$ cat src/gcomp_pkg.sv
// ============================================================================
// gcomp_pkg
// Shared types, codes and arithmetic helpers for the glyph coverage
// compositor.
// ============================================================================
`default_nettype none

package gcomp_pkg;

    // Item kinds.
    localparam logic KIND_FILL  = 1'b0;
    localparam logic KIND_GLYPH = 1'b1;

    // Width of one colour channel and number of channels in a pixel.
    localparam int CHAN_W   = 8;
    localparam int NUM_CHAN = 4;

    // Full-scale channel value.
    localparam logic [CHAN_W-1:0] CHAN_MAX = 8'hff;

    // Command word: one pixel to composite.
    typedef struct packed {
        logic        kind;
        logic [31:0] color;
        logic [7:0]  coverage;
        logic [31:0] dest_pixel;
    } gcomp_cmd_t;

    // Result word: the new pixel and its store flag.
    typedef struct packed {
        logic [31:0] pixel;
        logic        write_enable;
    } gcomp_res_t;

    // Product of two channels, divided by 255 and truncated.
    // The quotient is first estimated as the high byte; the remainder
    // estimate is then below 510, so a single correction step is exact.
    function automatic logic [CHAN_W-1:0] mul_div255(
        input logic [CHAN_W-1:0] x,
        input logic [CHAN_W-1:0] y
    );
        logic [2*CHAN_W-1:0] p;
        logic [CHAN_W:0]     r;
        p = {{CHAN_W{1'b0}}, x} * {{CHAN_W{1'b0}}, y};
        r = {1'b0, p[CHAN_W-1:0]} + {1'b0, p[2*CHAN_W-1:CHAN_W]};
        if (r >= {1'b0, CHAN_MAX})
        begin
            return p[2*CHAN_W-1:CHAN_W] + {{(CHAN_W-1){1'b0}}, 1'b1};
        end
        return p[2*CHAN_W-1:CHAN_W];
    endfunction

    // Channel sum that saturates at full scale.
    function automatic logic [CHAN_W-1:0] sat_add(
        input logic [CHAN_W-1:0] s,
        input logic [CHAN_W-1:0] d
    );
        logic [CHAN_W:0] v;
        v = {1'b0, s} + {1'b0, d};
        if (v[CHAN_W])
        begin
            return CHAN_MAX;
        end
        return v[CHAN_W-1:0];
    endfunction

endpackage

`default_nettype wire

$ cat src/glyph_coverage_compositor.sv
// ============================================================================
// glyph_coverage_compositor
// Per-pixel text compositor for premultiplied ARGB8888: background fills
// and source-over blending of glyph coverage samples.
// ============================================================================
//
//  Channel   Ports                  Handshake
//  --------  ---------------------  ------------------------------------------
//  command   command                taken when start is high and busy is low
//  result    result                 valid for one cycle while done is high
//
//  One word enters per clock; its result appears on result with done high
//  once it has passed three register stages: premultiply, coverage
//  scaling, and destination fade with the lane sum.
//  busy is never raised, as every stage advances on every clock.
//  The receiver cannot stall; results are not held.
//  Reset clears the stage valid bits, so no result appears after reset
//  until a new word is taken.
//
`default_nettype none

module glyph_coverage_compositor
(
    input  wire                   clk,
    input  wire                   rst_n,
    input  wire                   start,
    output logic                  busy,
    input  gcomp_pkg::gcomp_cmd_t command,
    output logic                  done,
    output gcomp_pkg::gcomp_res_t result
);

    localparam int CW = gcomp_pkg::CHAN_W;
    localparam int NC = gcomp_pkg::NUM_CHAN;

    // Stage valid bits.
    logic s1_valid_reg;
    logic s2_valid_reg;
    logic done_reg;

    // Stage one payload.
    logic           s1_kind_reg;
    logic [CW-1:0]  s1_cov_reg;
    logic [31:0]    s1_dst_reg;
    logic [31:0]    s1_pm_reg;
    logic [31:0]    s1_pm_next;

    // Stage two payload.
    logic           s2_kind_reg;
    logic           s2_cov_zero_reg;
    logic [31:0]    s2_dst_reg;
    logic [31:0]    s2_pm_reg;
    logic [31:0]    s2_src_reg;
    logic [31:0]    s2_src_next;

    // Stage three (output) payload.
    gcomp_pkg::gcomp_res_t result_reg;
    gcomp_pkg::gcomp_res_t result_next;
    logic [CW-1:0]         inv_alpha;
    logic [2*CW-1:0]       fade_prod [NC];
    logic [31:0]           over_pix;

    logic accept;

    // The pipeline never stalls.
    assign busy   = 1'b0;
    assign accept = start && !busy;

    // Valid bits travel with the data.
    always_ff @(posedge clk or negedge rst_n)
    begin
        if (!rst_n)
        begin
            s1_valid_reg <= 1'b0;
            s2_valid_reg <= 1'b0;
            done_reg     <= 1'b0;
        end
        else
        begin
            s1_valid_reg <= accept;
            s2_valid_reg <= s1_valid_reg;
            done_reg     <= s2_valid_reg;
        end
    end

    // Stage one: premultiply the colour by its own alpha.
    always_comb
    begin
        s1_pm_next[31:24] = command.color[31:24];
        for (int i = 0; i < NC - 1; i++)
        begin
            s1_pm_next[i*CW +: CW] =
                gcomp_pkg::mul_div255(command.color[i*CW +: CW], command.color[31:24]);
        end
    end

    // Stage two: scale all four premultiplied channels by the coverage.
    always_comb
    begin
        for (int i = 0; i < NC; i++)
        begin
            s2_src_next[i*CW +: CW] =
                gcomp_pkg::mul_div255(s1_pm_reg[i*CW +: CW], s1_cov_reg);
        end
    end

    // Stage three: fade the destination by the inverse source alpha, add
    // the source in separate lanes and pick the word's result.
    always_comb
    begin
        inv_alpha = gcomp_pkg::CHAN_MAX - s2_src_reg[31:24];
        for (int i = 0; i < NC; i++)
        begin
            fade_prod[i] = {{CW{1'b0}}, s2_dst_reg[i*CW +: CW]} * {{CW{1'b0}}, inv_alpha};
            over_pix[i*CW +: CW] =
                gcomp_pkg::sat_add(s2_src_reg[i*CW +: CW], fade_prod[i][2*CW-1:CW]);
        end

        if (s2_kind_reg == gcomp_pkg::KIND_FILL)
        begin
            result_next.pixel        = s2_pm_reg;
            result_next.write_enable = 1'b1;
        end
        else if (s2_cov_zero_reg)
        begin
            result_next.pixel        = s2_dst_reg;
            result_next.write_enable = 1'b0;
        end
        else
        begin
            result_next.pixel        = over_pix;
            result_next.write_enable = 1'b1;
        end
    end

    // Payload registers.
    always_ff @(posedge clk)
    begin
        s1_kind_reg     <= command.kind;
        s1_cov_reg      <= command.coverage;
        s1_dst_reg      <= command.dest_pixel;
        s1_pm_reg       <= s1_pm_next;

        s2_kind_reg     <= s1_kind_reg;
        s2_cov_zero_reg <= (s1_cov_reg == '0);
        s2_dst_reg      <= s1_dst_reg;
        s2_pm_reg       <= s1_pm_reg;
        s2_src_reg      <= s2_src_next;

        result_reg      <= result_next;
    end

    assign done   = done_reg;
    assign result = result_reg;

    // Every word taken gives a result with done high.
    a_latency_fwd: assert property (@(posedge clk) disable iff (!rst_n)
        accept |-> ##3 done)
        else $error("taken word gave no result after three cycles");

    // No result without a matching word taken before it.
    a_latency_back: assert property (@(posedge clk) disable iff (!rst_n)
        done |-> $past(accept, 3))
        else $error("result without a matching word");

    // A withheld store passes the destination pixel through untouched.
    a_skip_keeps_dest: assert property (@(posedge clk) disable iff (!rst_n)
        (done && !result.write_enable) |-> (result.pixel == $past(command.dest_pixel, 3)))
        else $error("skipped pixel differs from the destination");

    // A fill always stores.
    a_fill_stores: assert property (@(posedge clk) disable iff (!rst_n)
        (done && ($past(command.kind, 3) == gcomp_pkg::KIND_FILL)) |-> result.write_enable)
        else $error("fill word did not store");

endmodule

`default_nettype wire
$ cat config.mk
export PLATFORM = sky130hd
export DESIGN_NAME = glyph_coverage_compositor
export DESIGN_NICKNAME = d
export VERILOG_FILES = /design/src/gcomp_pkg.sv /design/src/glyph_coverage_compositor.sv
export SDC_FILE = /design/constraint.sdc
export NUM_CORES = 2
export LEC_CHECK = 0
export BUFFER_PORTS_ARGS = -buffer_cell sky130_fd_sc_hd__buf_2
export CAP_MARGIN = 20
export CORE_MARGIN = 3
export CORE_UTILIZATION = 65
export CTS_CLUSTER_DIAMETER = 80
export DETAILED_ROUTE_END_ITERATION = 10
export PLACE_DENSITY = 0.8
export SYNTH_ARGS = -nofsm -noshare
export SYNTH_HDL_FRONTEND = slang
export SYNTH_SLANG_ARGS = --single-unit
$ cat constraint.sdc
create_clock -name clk -period 16.3 [get_ports clk]
set_clock_uncertainty 0.1 [all_clocks]
set_input_delay 4.075 -clock clk [delete_from_list [all_inputs] [get_ports clk]]
set_output_delay 4.075 -clock clk [all_outputs]
set_load 0.1 [all_outputs]
==> flow_summary_export.csv <==
group,metric,value,unit
run_status,status,"finished clean",
final_layout,antennaDiodeCount,0,
clocking,worst_skew_pair.late_latency,0.56,ns
clocking,numClockSinks,207,
drt,ant_nets,0,
job,cap_violations,0,
global_routing,grt_start_max_net_pins,66,
floorplanning,fp.dieW,227,µm
timing,rsz0062_at_grt,"false",
synthesis,synthFlopType,"dfxtp_1",
final_layout,largest_reg_flops,33,
drt,wire_per_inst,16.4,µm
timing,tightest_slew,1.10,ns
placed_design,dp_hpwl,54000,µm
final_layout,final_common_cell,"inv_1",
synthesis,synth-xor-area-share,6.04,%
final_layout,fin_nets,4520,
drt,drtPass1Iterations,5,
timing,setup_tns,0,ns
global_routing,grt_antenna_before_repair,0,
synthesis,synthAdderAreaFrac,44.3,%
placed_design,gp_congestion,0.899,
floorplanning,row_count,80,
final_layout,drive_above_1_share,5.53,%
synthesis,synth_area,0.0318,mm²
final_layout,final_util,70.3,%
synthesis,synth_edf_count,0,
clocking,clkTransAtPathRegs,0.07,ns
drt,drt-vias-per-instance,5.67,
synthesis,yosysWarnings,0,
floorplanning,initial_utilization,66.2,%
drt,vias,23788,
floorplanning,ios,111,
global_routing,grt_remaining_overflow,0,
clocking,tritoncts,"yes",
global_routing,grt_first_pass_wirelength,118000,µm
floorplanning,dieHeight,227,µm
synthesis,synth.distinct_cells,76,
synthesis,synth_top_family_by_area,"adder cells",
timing,final_hold_viol_count,0,
placed_design,place_area,0.0329,mm²
setup_path,crit_type,"in2reg",
synthesis,syn-num-nets,4450,
placed_design,io_buffers,109,
synthesis,async_reset_ff_share,1.45,%
timing,slew_viol_final,0,
setup_path,startpoint_type,"input port",
clocking,cts_post_setup_buffers_inserted,0,
final_layout,final_area,0.0338,mm²
clocking,cts_resized,0,
floorplanning,core_area,0.0480,mm²
setup_path,cp_max_fo,25,
timing,timing.fmax,0.0905,GHz
clocking,postCtsHoldBufs,0,
drt,first_iter_violations,1245,
final_layout,final_cell_mix,"inv_1 (642), ha_1 (479), fa_1 (403)",
timing,fin_crit,11.04,ns
timing,fin_crit_sh,67.8,%
final_layout,area_growth,6.21,%
global_routing,grt_pass1_vias,25294,
hold_path,hold_class,"reg2reg",
synthesis,synthMuxAreaShare,0.283,%
setup_path,cp.arrival,11.36,ns
clocking,clk_path_buf_depth,3,
global_routing,grtUsageTotal,27.5,%
synthesis,yosys.area_share.simple,18.1,%
synthesis,synthCells,3492,
setup_path,cp.required,16.61,ns
timing,relSlewSlack,26.7,%
drt,drc_errors,0,
clocking,htree_levels,1,
synthesis,yosysSeqAreaShare,13.1,%
timing,finalSetupViolCount,0,
drt,wirelength,68800,µm
floorplanning,die_area,0.0516,mm²
clocking,root_buffer,"clkbuf_16",
timing,fin_hold_ws,0.216,ns
synthesis,synth_area_per_cell,9.10,µm²
setup_path,worst_setup_path_end_kind,"flop",
synthesis,synth_compound_area_share,9.61,%
clocking,cts_made_buffers,25,
synthesis,ys_ff_latch,207,
setup_path,r2r_slack,8.85,ns
## per-stage QoR
stage               setup WS (ns)  instances
floorplan                    5.90       3492
global placement             5.25       4150
detailed placement           4.91       4150
CTS                          5.46       4195
global route                 4.95       4195
finish                       5.26       4195
## kinds of logic after synthesis
family / Yosys count
AO/OA/AOI/OAI: 457
XOR/XNOR: 211
adder cells (fa/ha/maj): 883
buffers and inverters: 724
flip-flops: 207
multiplexers: 8
other: 1
AND/OR/NAND/NOR: 1001
## final cells by class
| class | instances | area, µm² |
|---|---|---|
| inverter | 642 | 2410 |
| sequential | 207 | 4160 |
| multi-input combinational | 2561 | 24900 |
| tap | 615 | 769 |
| clock inverter | 17 | 193 |
| timing repair buffer | 125 | 666 |
| fill | 3685 | 14300 |
| clock buffer | 28 | 657 |
## worst paths after layout
kind | startpoint | endpoint | cells past startpoint
worst max register to register | s1_cov_reg[6]$_DFF_P_ | s2_src_reg[29]$_DFF_P_ | 26
max in group asynchronous | rst_n | done$_DFF_PN0_ | 1
worst max-delay path | command[67] | s1_pm_reg[20]$_DFF_P_ | 26
min in group asynchronous | rst_n | s2_valid_reg$_DFF_PN0_ | 1
worst min-delay path | s1_dst_reg[10]$_DFF_P_ | s2_dst_reg[10]$_DFF_P_ | 0
worst min register to register | s1_dst_reg[10]$_DFF_P_ | s2_dst_reg[10]$_DFF_P_ | 0
## per-layer routing
metal | global-route usage (%) | part of all wire [%] | up-vias
met5 | 0 | 0 | -
met4 | 7.94 | 2.4 | 0
met3 | 3.65 | 5.7 | 116
met2 | 48.0 | 49 | 647
met1 | 36.1 | 43 | 11757
li1 | - | - | 11268
## worst max-delay path, cell delays in order
cell,delay [ns]
buf_2,0.36
and2_1,0.22
fa_1,0.46
fa_1,0.53
fa_1,0.50
inv_1,0.05
fa_1,0.47
inv_1,0.04
ha_1,0.34
a2111oi_0,0.48
o211ai_1,0.21
a31o_2,0.27
a21o_1,0.21
xor2_1,0.42
ha_1,0.38
nand3_1,0.12
o211ai_1,0.14
o211ai_1,0.21
mux2i_1,0.11
o41ai_1,0.44
nor3b_1,0.29
nor4_1,0.08
a221oi_1,0.40
nand2_1,0.27
nand4_1,0.18
xnor2_1,0.07
## synth_stat cells, drive strengths merged, types with 85 or more instances
library cell | instances | area, µm²
inv | 642 | 2410
ha | 479 | 5990
fa | 403 | 8070
and2 | 390 | 2440
dfxtp | 204 | 4080
nand2b | 145 | 907
xnor2 | 145 | 1270
nor2b | 130 | 813
nand2 | 126 | 473
a21oi | 121 | 606
o21ai | 96 | 480
nor2 | 85 | 322
Power is left out: the tool's default activity adds up to more than one toggle a clock period on the data nets, which glitch-free logic cannot reach.
